--- config.mk ---
export PLATFORM = sky130hd
export DESIGN_NAME = totp_counter_and_truncation_top
export DESIGN_NICKNAME = d
export VERILOG_FILES = /design/src/rtl/totp_pkg.sv /design/src/rtl/totp_ctrl.sv /design/src/rtl/totp_dpath.sv /design/src/rtl/totp_counter_and_truncation_top.sv
export SDC_FILE = /design/constraint.sdc
export NUM_CORES = 1
export LEC_CHECK = 0
export BUFFER_PORTS_ARGS = -buffer_cell sky130_fd_sc_hd__buf_2
export CAP_MARGIN = 10
export CORE_MARGIN = 3
export CORE_UTILIZATION = 47
export DETAILED_ROUTE_END_ITERATION = 6
export GPL_TIMING_DRIVEN = 1
export MAX_ROUTING_LAYER = met4
export PLACE_DENSITY = 0.65
export SLEW_MARGIN = 10
export SYNTH_ARGS = -nofsm -noshare
export SYNTH_HDL_FRONTEND = slang
export SYNTH_SLANG_ARGS = --single-unit
--- constraint.sdc ---
create_clock -name clk -period 13.4 [get_ports clk]
set_input_delay 1.34 -clock clk [delete_from_list [all_inputs] [get_ports clk]]
set_output_delay 1.34 -clock clk [all_outputs]
set_load 0.005 [all_outputs]
--- src/rtl/totp_pkg.sv ---
// Shared types, constants and the decimal modulus table for the TOTP block.
package totp_pkg;

  // Field widths of the request and result items
  localparam int TIME_W  = 63;
  localparam int BYTE_W  = 8;
  localparam int CODE_W  = 27;
  localparam int STEP_W  = 16;
  localparam int DIGIT_W = 4;

  // Divider: one quotient bit per step across the full time width
  localparam int DIV_STEPS = TIME_W;
  localparam int CNT_W     = $clog2(DIV_STEPS);

  // Four bytes make up the truncated word
  localparam int TRUNC_BYTES = 4;

  // Configuration register indexes
  localparam logic CFG_TIME_STEP   = 1'b0;
  localparam logic CFG_DIGIT_COUNT = 1'b1;

  // Register reset values
  localparam logic [STEP_W-1:0]  TIME_STEP_RST   = 16'd30;
  localparam logic [DIGIT_W-1:0] DIGIT_COUNT_RST = 4'd6;

  // Item kinds
  localparam logic KIND_TIME = 1'b0;
  localparam logic KIND_RESP = 1'b1;

  typedef struct packed {
    logic              kind;
    logic [TIME_W-1:0] time_seconds;
    logic [BYTE_W-1:0] response_byte;
    logic              last_byte;
  } totp_in_t;

  typedef struct packed {
    logic              result_kind;
    logic [TIME_W-1:0] moving_counter;
    logic [CODE_W-1:0] otp_code;
  } totp_out_t;

  // Commands from the controller to the datapath
  typedef struct packed {
    logic       store_byte;
    logic       div_load;
    logic       div_sel_code;
    logic       div_step;
    logic       rd_issue;
    logic [1:0] rd_sel;
    logic       rd_take;
    logic       clear_store;
    logic       out_load;
  } totp_cmd_t;

  // 10^digits, digit count saturating at eight, zero digits giving 1
  function automatic logic [CODE_W-1:0] pow10(input logic [DIGIT_W-1:0] dc);
    logic [CODE_W-1:0] p;
    unique case (dc)
      4'd0:    p = 27'd1;
      4'd1:    p = 27'd10;
      4'd2:    p = 27'd100;
      4'd3:    p = 27'd1000;
      4'd4:    p = 27'd10000;
      4'd5:    p = 27'd100000;
      4'd6:    p = 27'd1000000;
      4'd7:    p = 27'd10000000;
      default: p = 27'd100000000;
    endcase
    return p;
  endfunction

endpackage

--- src/rtl/totp_ctrl.sv ---
// Controller: sequences store writes, truncation reads, divider steps and result hand-off.
module totp_ctrl (
  input  logic                clk,
  input  logic                rst_n,
  input  logic                in_valid,
  input  logic                in_kind,
  input  logic                in_last,
  output logic                in_stall,
  output logic                out_valid,
  input  logic                out_stall,
  output totp_pkg::totp_cmd_t cmd
);
  import totp_pkg::*;

  localparam logic [2:0] S_IDLE  = 3'd0;
  localparam logic [2:0] S_READ  = 3'd1;
  localparam logic [2:0] S_LOADC = 3'd2;
  localparam logic [2:0] S_DIV   = 3'd3;
  localparam logic [2:0] S_DONE  = 3'd4;

  logic [2:0]       state_r, state_nxt;
  logic [CNT_W-1:0] cnt_r, cnt_nxt;
  logic             out_valid_r, out_valid_nxt;
  logic             accept;
  logic             out_free;

  assign in_stall  = (state_r != S_IDLE);
  assign accept    = in_valid && (state_r == S_IDLE);
  assign out_valid = out_valid_r;
  assign out_free  = !out_valid_r || !out_stall;

  // Next state and commands
  always_comb begin
    state_nxt = state_r;
    cnt_nxt   = cnt_r;
    cmd       = '0;
    unique case (state_r)
      S_IDLE: begin
        if (accept) begin
          if (in_kind == KIND_TIME) begin
            cmd.div_load = 1'b1;
            state_nxt    = S_DIV;
            cnt_nxt      = '0;
          end else begin
            cmd.store_byte = 1'b1;
            if (in_last) begin
              state_nxt = S_READ;
              cnt_nxt   = '0;
            end
          end
        end
      end
      S_READ: begin
        // addresses go out on counts 0..3, the registered read data is taken on counts 1..4
        cmd.rd_issue = (cnt_r < CNT_W'(TRUNC_BYTES));
        cmd.rd_sel   = cnt_r[1:0];
        cmd.rd_take  = (cnt_r != '0);
        if (cnt_r == CNT_W'(TRUNC_BYTES)) begin
          state_nxt = S_LOADC;
        end else begin
          cnt_nxt = cnt_r + 1'b1;
        end
      end
      S_LOADC: begin
        cmd.div_load     = 1'b1;
        cmd.div_sel_code = 1'b1;
        cmd.clear_store  = 1'b1;
        state_nxt        = S_DIV;
        cnt_nxt          = '0;
      end
      S_DIV: begin
        cmd.div_step = 1'b1;
        if (cnt_r == CNT_W'(DIV_STEPS - 1)) begin
          state_nxt = S_DONE;
        end else begin
          cnt_nxt = cnt_r + 1'b1;
        end
      end
      S_DONE: begin
        if (out_free) begin
          cmd.out_load = 1'b1;
          state_nxt    = S_IDLE;
        end
      end
      default: state_nxt = S_IDLE;
    endcase
  end

  // Output valid flag
  always_comb begin
    out_valid_nxt = out_valid_r;
    if (out_valid_r && !out_stall) out_valid_nxt = 1'b0;
    if (cmd.out_load) out_valid_nxt = 1'b1;
  end

  always_ff @(posedge clk) begin
    if (!rst_n) begin
      state_r     <= S_IDLE;
      cnt_r       <= '0;
      out_valid_r <= 1'b0;
    end else begin
      state_r     <= state_nxt;
      cnt_r       <= cnt_nxt;
      out_valid_r <= out_valid_nxt;
    end
  end

endmodule

--- src/rtl/totp_dpath.sv ---
// Datapath: config registers, response store, truncation word and radix-2 divider.
module totp_dpath #(
  parameter int HMAC_BYTES = 20
) (
  input  logic                clk,
  input  logic                rst_n,
  input  logic                cfg_we,
  input  logic                cfg_index,
  input  logic [15:0]         cfg_wdata,
  input  totp_pkg::totp_in_t  in_data,
  input  totp_pkg::totp_cmd_t cmd,
  output totp_pkg::totp_out_t out_data
);
  import totp_pkg::*;

  localparam int AW  = $clog2(HMAC_BYTES);
  localparam int BCW = $clog2(HMAC_BYTES + 1);

  logic [STEP_W-1:0]  time_step_r;
  logic [DIGIT_W-1:0] digit_count_r;

  logic [BYTE_W-1:0]  mem [HMAC_BYTES];
  logic [HMAC_BYTES-1:0] vld_r;
  logic [BCW-1:0]     byte_cnt_r;
  logic [BYTE_W-1:0]  last_kept_r;
  logic [BYTE_W-1:0]  rd_data_r;
  logic               rd_vld_r;
  logic [31:0]        raw_r;

  logic               store_ok;
  logic [AW-1:0]      wr_addr;
  logic [4:0]         rd_sum;
  logic [AW-1:0]      rd_addr;

  logic [TIME_W-1:0]  dvd_r;
  logic [CODE_W-1:0]  dvs_r;
  logic [CODE_W-1:0]  rem_r;
  logic               kind_r;
  logic [CODE_W:0]    trial;
  logic [CODE_W:0]    diff;
  logic               ge;
  logic [CODE_W-1:0]  step_dvs;

  totp_out_t out_data_r;

  // Configuration registers
  always_ff @(posedge clk) begin
    if (!rst_n) begin
      time_step_r   <= TIME_STEP_RST;
      digit_count_r <= DIGIT_COUNT_RST;
    end else if (cfg_we) begin
      unique case (cfg_index)
        CFG_TIME_STEP:   time_step_r   <= cfg_wdata;
        CFG_DIGIT_COUNT: digit_count_r <= cfg_wdata[DIGIT_W-1:0];
        default: ;
      endcase
    end
  end

  // Response store: bytes past the end are dropped
  assign store_ok = cmd.store_byte && (byte_cnt_r < BCW'(HMAC_BYTES));
  assign wr_addr  = byte_cnt_r[AW-1:0];
  assign rd_sum   = 5'(last_kept_r[3:0]) + 5'(cmd.rd_sel);
  assign rd_addr  = AW'(rd_sum);

  always_ff @(posedge clk) begin
    if (store_ok) mem[wr_addr] <= in_data.response_byte;
    if (cmd.rd_issue) rd_data_r <= mem[rd_addr];
  end

  // Per-entry valid bits stand in for clearing the store
  always_ff @(posedge clk) begin
    if (!rst_n) begin
      vld_r      <= '0;
      byte_cnt_r <= '0;
      rd_vld_r   <= 1'b0;
    end else begin
      if (cmd.clear_store) begin
        vld_r      <= '0;
        byte_cnt_r <= '0;
      end else if (store_ok) begin
        vld_r[wr_addr] <= 1'b1;
        byte_cnt_r     <= byte_cnt_r + 1'b1;
      end
      if (cmd.rd_issue) rd_vld_r <= vld_r[rd_addr];
    end
  end

  // Final kept byte gives the offset
  always_ff @(posedge clk) begin
    if (store_ok) last_kept_r <= in_data.response_byte;
  end

  // Truncation word, most significant byte first
  always_ff @(posedge clk) begin
    if (cmd.rd_take) raw_r <= {raw_r[23:0], (rd_vld_r ? rd_data_r : 8'h00)};
  end

  // Divisor selection: a zero step counts as one
  always_comb begin
    if (time_step_r == '0) step_dvs = CODE_W'(1);
    else                   step_dvs = CODE_W'(time_step_r);
  end

  // Restoring divider, one quotient bit per step
  assign trial = {rem_r, dvd_r[TIME_W-1]};
  assign diff  = trial - {1'b0, dvs_r};
  assign ge    = (trial >= {1'b0, dvs_r});

  always_ff @(posedge clk) begin
    if (cmd.div_load) begin
      rem_r  <= '0;
      kind_r <= cmd.div_sel_code;
      if (cmd.div_sel_code) begin
        dvd_r <= TIME_W'(raw_r[30:0]);
        dvs_r <= pow10(digit_count_r);
      end else begin
        dvd_r <= in_data.time_seconds;
        dvs_r <= step_dvs;
      end
    end else if (cmd.div_step) begin
      rem_r <= ge ? diff[CODE_W-1:0] : trial[CODE_W-1:0];
      dvd_r <= {dvd_r[TIME_W-2:0], ge};
    end
  end

  // Result register
  always_ff @(posedge clk) begin
    if (cmd.out_load) begin
      out_data_r.result_kind    <= kind_r;
      out_data_r.moving_counter <= kind_r ? '0 : dvd_r;
      out_data_r.otp_code       <= kind_r ? rem_r : '0;
    end
  end

  assign out_data = out_data_r;

endmodule

--- src/rtl/totp_counter_and_truncation_top.sv ---
// Top level: TOTP moving counter and HOTP dynamic truncation.
//
//   channel | ports                          | carries
//   --------+--------------------------------+------------------------------------
//   in      | in_valid, in_stall, in_data    | time sample or one HMAC response byte
//   out     | out_valid, out_stall, out_data | moving counter or one-time code
//   cfg     | cfg_we, cfg_index, cfg_wdata   | time step, digit count
//
// Time item: divider load, divider steps across the full time width, hand-off.
// Last response byte: adds four store reads through a read data register and a
// code load first. Other response bytes are taken without a stall. The shared radix-2
// divider, one quotient bit per cycle, serves both kinds of item.
// Reset is synchronous; the store's valid bits clear at once, no clearing pass.
// A finished result waits in the output register while a new request is taken;
// the next result waits in the divider while the output stays stalled.
module totp_counter_and_truncation_top #(
  parameter int HMAC_BYTES = 20
) (
  input  logic                clk,
  input  logic                rst_n,
  input  logic                in_valid,
  output logic                in_stall,
  input  totp_pkg::totp_in_t  in_data,
  output logic                out_valid,
  input  logic                out_stall,
  output totp_pkg::totp_out_t out_data,
  input  logic                cfg_we,
  input  logic                cfg_index,
  input  logic [15:0]         cfg_wdata
);
  import totp_pkg::*;

  totp_cmd_t cmd;

  totp_ctrl u_ctrl (
    .clk       (clk),
    .rst_n     (rst_n),
    .in_valid  (in_valid),
    .in_kind   (in_data.kind),
    .in_last   (in_data.last_byte),
    .in_stall  (in_stall),
    .out_valid (out_valid),
    .out_stall (out_stall),
    .cmd       (cmd)
  );

  totp_dpath #(
    .HMAC_BYTES (HMAC_BYTES)
  ) u_dpath (
    .clk       (clk),
    .rst_n     (rst_n),
    .cfg_we    (cfg_we),
    .cfg_index (cfg_index),
    .cfg_wdata (cfg_wdata),
    .in_data   (in_data),
    .cmd       (cmd),
    .out_data  (out_data)
  );

endmodule

== Word-level counts from Yosys, hierarchy flattened ==
Memories as Yosys holds them, arrays and structs flattened. A register that Yosys moved wholly into a read port is not among the register bits.
Cells that the tools add are included.
Word-level totals
  bits in registers: 300
  bits in writable memories: 160
  ROM bits: 168
  output and inout bits: 93
  logic and storage cells: 105
  memories: 2
Operators by class
  $add $sub $neg: 4
  order comparisons: 6
  eq/ne operators: 13
  mux-type cells: 40
  bitwise gates (word level): 3
  reductions and logical operators: 19
Memory list
  (no name shown): words 8, bits a word 21, read ports 1, clocked after memory_dff 1, wr ports 0, line totp_pkg.sv:59  | unique case (dc)
  u_dpath.mem: words 20, bits a word 8, read ports 1, clocked after memory_dff 1, wr ports 1, line totp_dpath.sv:22  | logic [BYTE_W-1:0] mem [HMAC_BYTES];
Operators with widths (number)
  $mux W63: 3
  $mux W27: 3
  $mux W6: 5
  $ge A28 B27 Y1: 1
  $sub A27 B27 Y27: 1
  $mux W3: 8
  $pmux W6 S4: 1
  $or A20 B20 Y20: 1
  $logic_not A16 Y1: 1
  $mux W16: 1
  $pmux W3 S5: 1
  $mux W1: 13
  $lt A5 B6 Y1 const B: 2
  $reduce_and A5 Y1: 2
  $ne A2 B1 Y1 const B: 4
  $add A6 B1 Y6 const B: 1
  $eq A3 B2 Y1 const B: 2
  $eq A6 B3 Y1 const B: 1
  $eq A6 B6 Y1 const B: 1
  $lt A6 B3 Y1 const B: 1
  $reduce_bool A6 Y1: 1
  $add A4 B2 Y5: 1
  $add A5 B1 Y5 const B: 1
  $bmux W1 S5: 1
  20 further kinds: 28

== Longest topological paths before layout ==
Gate-level depths: netlist (run 1).
  depth in word-level cells: 7
  gate-level depth with buffers: 12
  depth with buffers taken out: 12

== Modules after synthesis ==
From an unflattened synthesis (run 1), not the netlist that was laid out.
Second synthesis, totals
  cell total of the unflattened synthesis: 1551
  area, all modules: 20472.1 sq um
Modules (own cells, without submodules)
  totp_dpath: instances 1, cells an instance 1450, area an instance 19741.4 sq um, sequential area each 13192.7 sq um
  totp_ctrl: instances 1, cells an instance 101, area an instance 730.7 sq um, sequential area each 200.2 sq um

== Least setup slack after synthesis (run 1) ==
Ideal clock, no wire load.
  path kind: input to register
  start point: in out_stall
  end point: reg u_dpath.out_data_r, in the netlist u_dpath.out_data[0], enable pin
  library setup time: 0.571 ns
  data arrival time: 5.758 ns
  data required time: 12.829 ns
  setup slack: 7.071 ns
  cell stages on the path: 1
  path buffers: 0
  cell sequence: a21oi_1
On the way
  longest elaborated chain between the ends: 4
Ends and longest elaborated chain
  start: declaration: line totp_counter_and_truncation_top.sv:25  | input logic out_stall,
  $logic_not A1 Y1: line totp_ctrl.sv:30  | assign out_free = !out_valid_r || !out_stall;
  $logic_or A1 B1 Y1: line totp_ctrl.sv:30
  $mux W1: line totp_ctrl.sv:80  | if (out_free) begin
  $mux W1: line totp_ctrl.sv:37  | unique case (state_r)
  end: declaration: line totp_dpath.sv:44  | totp_out_t out_data_r;
Every way passes these cells.
A chain may end at the register's enable or synchronous reset.

== Worst setup path after layout (run 1) ==
  start point: reg u_ctrl.state_r[0]
  end point: reg u_dpath.rd_vld_r
On the way
  longest elaborated chain between the ends: 5
Ends and longest elaborated chain
  start: declaration: line totp_ctrl.sv:21  | logic [2:0] state_r, state_nxt;
  start signal: assignment: line totp_ctrl.sv:102  | state_r <= state_nxt;
  $eq A3 B1 Y1 (*): line totp_ctrl.sv:37
  $mux W4 (*): line totp_ctrl.sv:37
  $add A4 B2 Y5: line totp_dpath.sv:63  | assign rd_sum = 5'(last_kept_r[3:0]) + 5'(cmd.rd_sel);
  $bmux W1 S5: line totp_dpath.sv:85  | if (cmd.rd_issue) rd_vld_r <= vld_r[rd_addr];
  $mux W1 (implied by the code): line totp_dpath.sv:85
  end signal: assignment: line totp_dpath.sv:85
  end: declaration: line totp_dpath.sv:27  | logic rd_vld_r;
Mark *: on every way between the ends. The rest lies on a longest branch, timed or not. The select of a mux whose other input is x is not followed.

==> results.py, run 1 <==
metrics = {
    "run_status": {
        "outcome": "finished, final reports clean",
    },
    "grt": {
        "antenna_found_initial": 0,
        "grt_pass1_wl_um": 69900,
        "grt_pass1_vias": 12356,
        "grt_max_degree": 96,
        "overflow": 0,
        "grt_usage_pct": 19.5,
    },
    "clocking": {
        "clock_sinks": 479,
        "clk_pin_slew_worst_paths_ps": 60,
        "post_cts_buffers": 0,
        "numCtsBuffers": 49,
        "cts_hold_buffers": 0,
        "tritoncts": "done",
        "cts_resized": 0,
        "clk-insertion-delay-late_ps": 610,
        "htree_levels": 2,
        "clockRootBuffer": "clkbuf_16",
        "cts_buffer_depth": 3,
    },
    "drt": {
        "wl_per_cell_um": 18.7,
        "drtIter0Drc": 1259,
        "drtPass1Iterations": 5,
        "drc": 0,
        "routed_via_density": 5.34,
        "routed_wl_um": 43600,
        "ant_nets": 0,
        "vias": 12449,
    },
    "cells_and_area": {
        "final_core_util_pct": 55.6,
        "n_antenna_cell": 0,
        "drive_above_1_share_pct": 20.2,
        "fillers": 3485,
        "area_growth_pct": 15.4,
        "fin_nets": 1851,
    },
    "setup_path": {
        "crit_start": "u_ctrl.state_r[0]$_SDFFE_PN0P_",
        "worstPathRequired_ps": 13860,
        "cp_max_fo": 45,
        "arrival_ps": 4220,
        "crit_end": "u_dpath.rd_vld_r$_SDFFE_PN0P_",
        "r2r_start": "u_ctrl.state_r[0]$_SDFFE_PN0P_",
        "worst-r2r-setup-slack_ps": 9640,
        "crit_type": "reg -> reg",
        "endpoint_kind": "flip-flop",
        "r2r_end": "u_dpath.rd_vld_r$_SDFFE_PN0P_",
        "worstSetupStartpointType": "flip-flop",
        "reg2reg_depth": 11,
    },
    "flow_run": {
        "drv_cap": 0,
    },
    "yosys": {
        "synth_fp_nets": 1678,
        "ys_seq_elements": 479,
        "synth_warnings": 0,
        "synthArstFlopShare_pct": 0,
        "ys_seq_area_share_pct": 65.4,
        "postSynthCellCount": 1541,
        "synth-edff-count": 380,
        "syn_area_mm2": 0.0205,
        "ys_types": 70,
        "ys.flop_type": "edfxtp_1",
        "synth.avg_cell_area_um2": 13.3,
    },
    "power_and_ir_drop": {
        "p_leak_nw": 8.58,
        "ir_drop_mv": 0.112,
        "power_density_mw_per_mm2": 156,
    },
    "timing": {
        "fin_hold_ws_ps": 448,
        "slew_headroom_pct": 23.4,
        "maxSlewViolCount": 0,
        "finalSetupTns_ps": 0,
        "hold_violations": 0,
        "fin_skew_ps": 39.8,
        "rsz0062_at_grt": "no",
        "final-setup-viol-count": 0,
        "worst_slew_pin_slew_ps": 1150,
        "finalCritPeriodShare_pct": 28.0,
        "timing.fmax_mhz": 266,
        "period_needed_ps": 3760,
    },
    "placement": {
        "gp_congestion": 0.851,
        "io_buffers": 187,
        "hpwlAfterDp_um": 30300,
    },
    "floorplanning": {
        "initial_core_util_pct": 48.2,
        "core_mm2": 0.0425,
        "io_pins": 188,
        "dieArea_mm2": 0.0461,
        "die_h_um": 215,
        "core.rowCount": 75,
        "die_w_um": 215,
    },
    "min_path": {
        "hold_class": "reg -> reg",
    },
}
synthesized netlist by cell type (14+ instances only):
| master | count | area (um2) |
|---|---|---|
| nand2_1 | 195 | 732 |
| nand2b_1 | 14 | 87.6 |
| clkbuf_1 | 53 | 199 |
| dfxtp_1 | 99 | 1980 |
| nor2b_1 | 75 | 469 |
| buf_2 | 17 | 85.1 |
| a211oi_1 | 15 | 113 |
| mux4_2 | 54 | 1220 |
| ha_1 | 40 | 500 |
| nor2_1 | 123 | 462 |
| a21boi_0 | 17 | 128 |
| nand3_1 | 16 | 80.1 |
| edfxtp_1 | 380 | 11400 |
| o21ai_0 | 96 | 480 |
| a21oi_1 | 37 | 185 |
| and2_1 | 50 | 313 |
| mux2i_1 | 53 | 531 |
| inv_1 | 44 | 165 |
worst max-delay path, cell delays in order (launching register included):
cell and delay (ps):
dfxtp_1 530, inv_1 210, or3_1 430, nor2_1 140, ha_2 150, buf_4 620
mux4_2 610, mux4_2 470, nand2_1 80, o21ai_0 100, mux2i_1 170, nor2b_1 60
flip-flops by register name, indices dropped and copies added, names as in the netlist, 3 cells and up, named ones only:
| name | flops |
|---|---|
| u_dpath.time_step_r | 16 |
| u_ctrl.cnt_r | 6 |
| u_ctrl.state_r | 3 |
| u_dpath.rd_data_r | 8 |
| u_dpath.dvd_r | 63 |
| u_dpath.raw_r | 31 |
| u_dpath.digit_count_r | 4 |
| u_dpath.byte_cnt_r | 5 |
| u_dpath.last_kept_r | 4 |
| u_dpath.out_data | 91 |
| u_dpath.vld_r | 20 |
| u_dpath.rem_r | 27 |
| u_dpath.dvs_r | 22 |
| u_dpath.mem | 160 |
cell families (layout without fill, tap and decap cells):
logic type               after synthesis  after routing  share of synthesized area, %
AND/OR/NAND/NOR                      516            516                          11.9
buffers and inverters                122            336                          2.47
XOR/XNOR                              21             21                         0.935
adder cells (fa/ha/maj)               42             42                          2.64
multiplexers                         117            117                          9.08
flip-flops                           479            479                          65.4
AO/OA/AOI/OAI                        244            244                          7.59
through the flow:
step                      instance area, um2  instances  total power, mW  worst slack, ps
after detailed placement               21900       2240             2.28             9620
after floorplan                        20500       1541             2.16             7070
after global routing                   23600       2332             3.85             9320
final                                  23600       2332             3.68             9640
after CTS                              23600       2332             3.72             9620
after global placement                 21900       2240             2.27             9730
cell type report:
class	count	area [um2]	share of cell area, %
Clock buffer	66	1300	5.50
Multi-Input combinational cell	940	6620	28.0
Inverter	46	173	0.730
Timing Repair Buffer	198	1020	4.31
Sequential cell	479	13400	56.7
Clock inverter	26	415	1.76
Tap cell	577	722	3.05
worst min-delay path by stage:
| stage | from | to | slack (ps) | cells after the start |
|---|---|---|---|---|
| final | u_dpath.raw_r[12]$_DFFE_PP_ | u_dpath.raw_r[20]$_DFFE_PP_ | 450 | 0 |
| after detailed placement | u_dpath.raw_r[12]$_DFFE_PP_ | u_dpath.raw_r[20]$_DFFE_PP_ | 430 | 0 |
| after CTS | u_dpath.raw_r[12]$_DFFE_PP_ | u_dpath.raw_r[20]$_DFFE_PP_ | 450 | 0 |
| after global placement | u_dpath.raw_r[11]$_DFFE_PP_ | u_dpath.raw_r[19]$_DFFE_PP_ | 430 | 0 |
| after global routing | u_dpath.raw_r[5]$_SDFFCE_PN0P_ | u_dpath.raw_r[13]$_DFFE_PP_ | 450 | 0 |
| after floorplan | u_dpath.kind_r$_DFFE_PN_ | u_dpath.out_data[90]$_DFFE_PP_ | 420 | 0 |
power by group:
group          internal, mW  total, mW  switching (mW)  leakage (nW)
registers              1.70       1.74          0.0475          4.30
clock network         0.863       1.43           0.569         0.819
logic                 0.211      0.508           0.297          3.46
total                  2.77       3.68           0.914          8.58
layer usage:
metal,vias up,wire length [um],GRT usage [%]
met5,-,0,-
met4,0,790,4.81
met3,64,2940,3.80
met2,413,19300,28.6
met1,6002,20600,28.1
li1,5970,-,-
placed cells by master (no fill, tap or decap), types with 10 or more instances in the layout:
cell type  count
a211oi_1      15
edfxtp_1     380
nand2_1      195
mux4_2        54
mux2i_1       53
inv_1         43
buf_4         11
mux2_2        10
clkbuf_16     49
buf_2        187
nand3_1       16
nand2b_1      14
ha_1          39
a22o_1        10
a21oi_1       36
nor2b_1       75
and2_1        50
nor2_1       122
a21o_1        11
dfxtp_1       99
xnor2_1       11
o21ai_0       96
a21boi_0      17
clkbuf_1      16
Note: power is estimated with default switching activity, not from simulation.
==> run 2, diff against run 1 <==
- PLACE_DENSITY: 0.65 -> 0.68
- clock period: 13.4 -> 3.16 ns (I/O delays scaled with it)
==> run 2 against run 1 <==
  * Routed wire length up 4.1%
  * Sequential power grew to 4.2 times the previous value
  * First-iteration DRC count shrank 15%
  * Cell count is 2.8% higher
==> results.py, run 2 (synthesized netlist as in run 1, its figures left out) <==
metrics = {
    "grt": {
        "antenna_found_initial": 2,
        "grt_pass1_wl_um": 71100,
        "grt_usage_pct": 19.8,
        "overflow": 0,
        "grt_max_degree": 96,
        "grt_pass1_vias": 12526,
    },
    "cells_and_area": {
        "largest_reg_flops": 160,
        "stdcell_count": 2397,
        "fillers": 3365,
        "drive_above_1_share_pct": 22.0,
        "final_common_cell": "edfxtp_1",
        "final_cell_mix": "edfxtp_1, nand2_1, buf_2",
        "final_area_mm2": 0.0243,
        "area_growth_pct": 18.9,
        "regMostFlops": "u_dpath.mem",
        "fin_nets": 1914,
    },
    "setup_path": {
        "crit_start": "u_ctrl.state_r[0]$_SDFFE_PN0P_",
        "crit_type": "reg -> reg",
        "cp_max_fo": 11,
        "reg2reg_depth": 9,
        "crit_end": "u_dpath.rd_data_r[5]$_DFFE_PP_",
        "endpoint_kind": "flip-flop",
        "worst-r2r-setup-slack_ps": 20,
        "arrival_ps": 3490,
        "r2r_end": "u_dpath.rd_data_r[5]$_DFFE_PP_",
        "worstSetupStartpointType": "flip-flop",
        "r2r_start": "u_ctrl.state_r[0]$_SDFFE_PN0P_",
        "worstPathRequired_ps": 3510,
    },
    "clocking": {
        "htree_levels": 2,
        "numCtsBuffers": 49,
        "clock_sinks": 479,
        "cts_buffer_depth": 3,
        "tritoncts": "done",
        "clk_pin_slew_worst_paths_ps": 70,
        "clockRootBuffer": "clkbuf_16",
        "clk-insertion-delay-late_ps": 600,
    },
    "drt": {
        "drtIter0Drc": 1073,
        "drc": 0,
        "vias": 12910,
        "wl_per_cell_um": 18.9,
        "routed_wl_um": 45400,
        "ant_nets": 0,
        "routed_via_density": 5.39,
        "drtPass1Iterations": 5,
    },
    "timing": {
        "rsz0062_at_grt": "yes",
        "timing.fmax_mhz": 319,
        "slew_headroom_pct": 24.4,
        "maxSlewViolCount": 0,
        "hold_violations": 0,
        "worst_slew_pin_slew_ps": 1130,
        "period_needed_ps": 3140,
        "fin_hold_ws_ps": 21.5,
        "final-setup-viol-count": 0,
        "fin_skew_ps": 22.2,
        "finalCritPeriodShare_pct": 99.2,
    },
    "placement": {
        "gp_congestion": 0.872,
        "dpl.cell_count": 2277,
        "io_buffers": 187,
        "hpwlAfterDp_um": 30500,
        "place_area_mm2": 0.0223,
    },
    "power_and_ir_drop": {
        "switchingPower_mw": 3.92,
        "p_leak_nw": 8.94,
        "intPower_mw": 11.8,
        "netSwitchingFraction_pct": 25.0,
        "report.power.total_mw": 15.7,
        "seqPwrFrac_pct": 47.1,
        "ir_drop_mv": 0.400,
        "p_clk_share_pct": 38.4,
        "power_density_mw_per_mm2": 644,
        "combPwrFrac_pct": 14.5,
    },
    "floorplanning": {
        "dieArea_mm2": 0.0461,
        "core_mm2": 0.0425,
        "initial_core_util_pct": 48.2,
        "die_w_um": 215,
        "core.rowCount": 75,
        "die_h_um": 215,
        "io_pins": 188,
    },
    "flow_run": {
        "drv_cap": 0,
    },
    "min_path": {
        "hold_class": "in -> reg",
    },
    "run_status": {
        "outcome": "finished, final reports clean",
    },
}
==> run 2: worst max-delay path, cell delays in order (launching register included) <==
cell       delay [ps]
dfxtp_2           330
inv_1              50
or3_4             360
nor2_4            140
ha_4              150
fa_2              550
clkbuf_16         240
mux4_2            300
mux4_2            490
mux2_2            270
==> run 2: layout make-up <==
type / instances / area, um2 / area share (%)
Antenna cell: 2 / 5.00 / 0.0206
Clock buffer: 69 / 1350 / 5.55
Clock inverter: 23 / 349 / 1.43
Inverter: 46 / 173 / 0.709
Multi-Input combinational cell: 940 / 6650 / 27.3
Sequential cell: 479 / 13400 / 55.0
Tap cell: 577 / 722 / 2.97
Timing Repair Buffer: 261 / 1690 / 6.95
==> run 2: power groups by stage <==
stage / Sequential [mW] / Combinational (mW) / Clock [mW]
floorplan: 7.43 / 1.71 / 0
finish: 7.38 / 2.28 / 6.02
global placement: 7.51 / 2.17 / 0
CTS: 7.38 / 2.26 / 6.16
detailed placement: 7.52 / 2.23 / 0
global route: 7.42 / 2.53 / 6.46
==> run 2: worst min-delay path by stage <==
stage                                start                                to  slack (ps)  cells past startpoint
6_report                       in_data[45]       u_dpath.dvd_r[36]$_DFFE_PP_          20                      3
4_1_cts                        in_data[47]       u_dpath.dvd_r[38]$_DFFE_PP_         0.5                      3
3_3_place_gp   u_dpath.raw_r[11]$_DFFE_PP_       u_dpath.raw_r[19]$_DFFE_PP_         440                      0
5_1_grt                        in_data[58]       u_dpath.dvd_r[49]$_DFFE_PP_          20                      3
2_1_floorplan                   in_data[1]  u_dpath.last_kept_r[0]$_DFFE_PP_         410                      0
3_5_place_dp   u_dpath.raw_r[15]$_DFFE_PP_       u_dpath.raw_r[23]$_DFFE_PP_         440                      0
==> run 2: stage by stage <==
stage	TNS [ps]	worst slack (ps)	utilization (%)
2_1_floorplan	0	19.3	-
5_1_grt	-177	-29.8	57.3
3_3_place_gp	0	160	52.4
3_5_place_dp	0	55.5	52.4
6_report	0	24.2	57.3
4_1_cts	0	40.7	56.9
==> run 2: repair_timing <==
action	4_1_cts	5_1_grt
endpoints found under the hold margin	20	0
hold buffers	21	0
setup buffers	0	0
endpoints found under the setup margin	0	7
gates resized for setup	0	8
==> run 2: per-layer routing <==
layer	vias to the layer above	global-route usage (%)	wire length (um)
met5	-	-	0
met4	0	4.68	730
met2	434	31.2	21700
met3	57	3.66	2870
met1	6322	27.2	20100
li1	6097	-	-
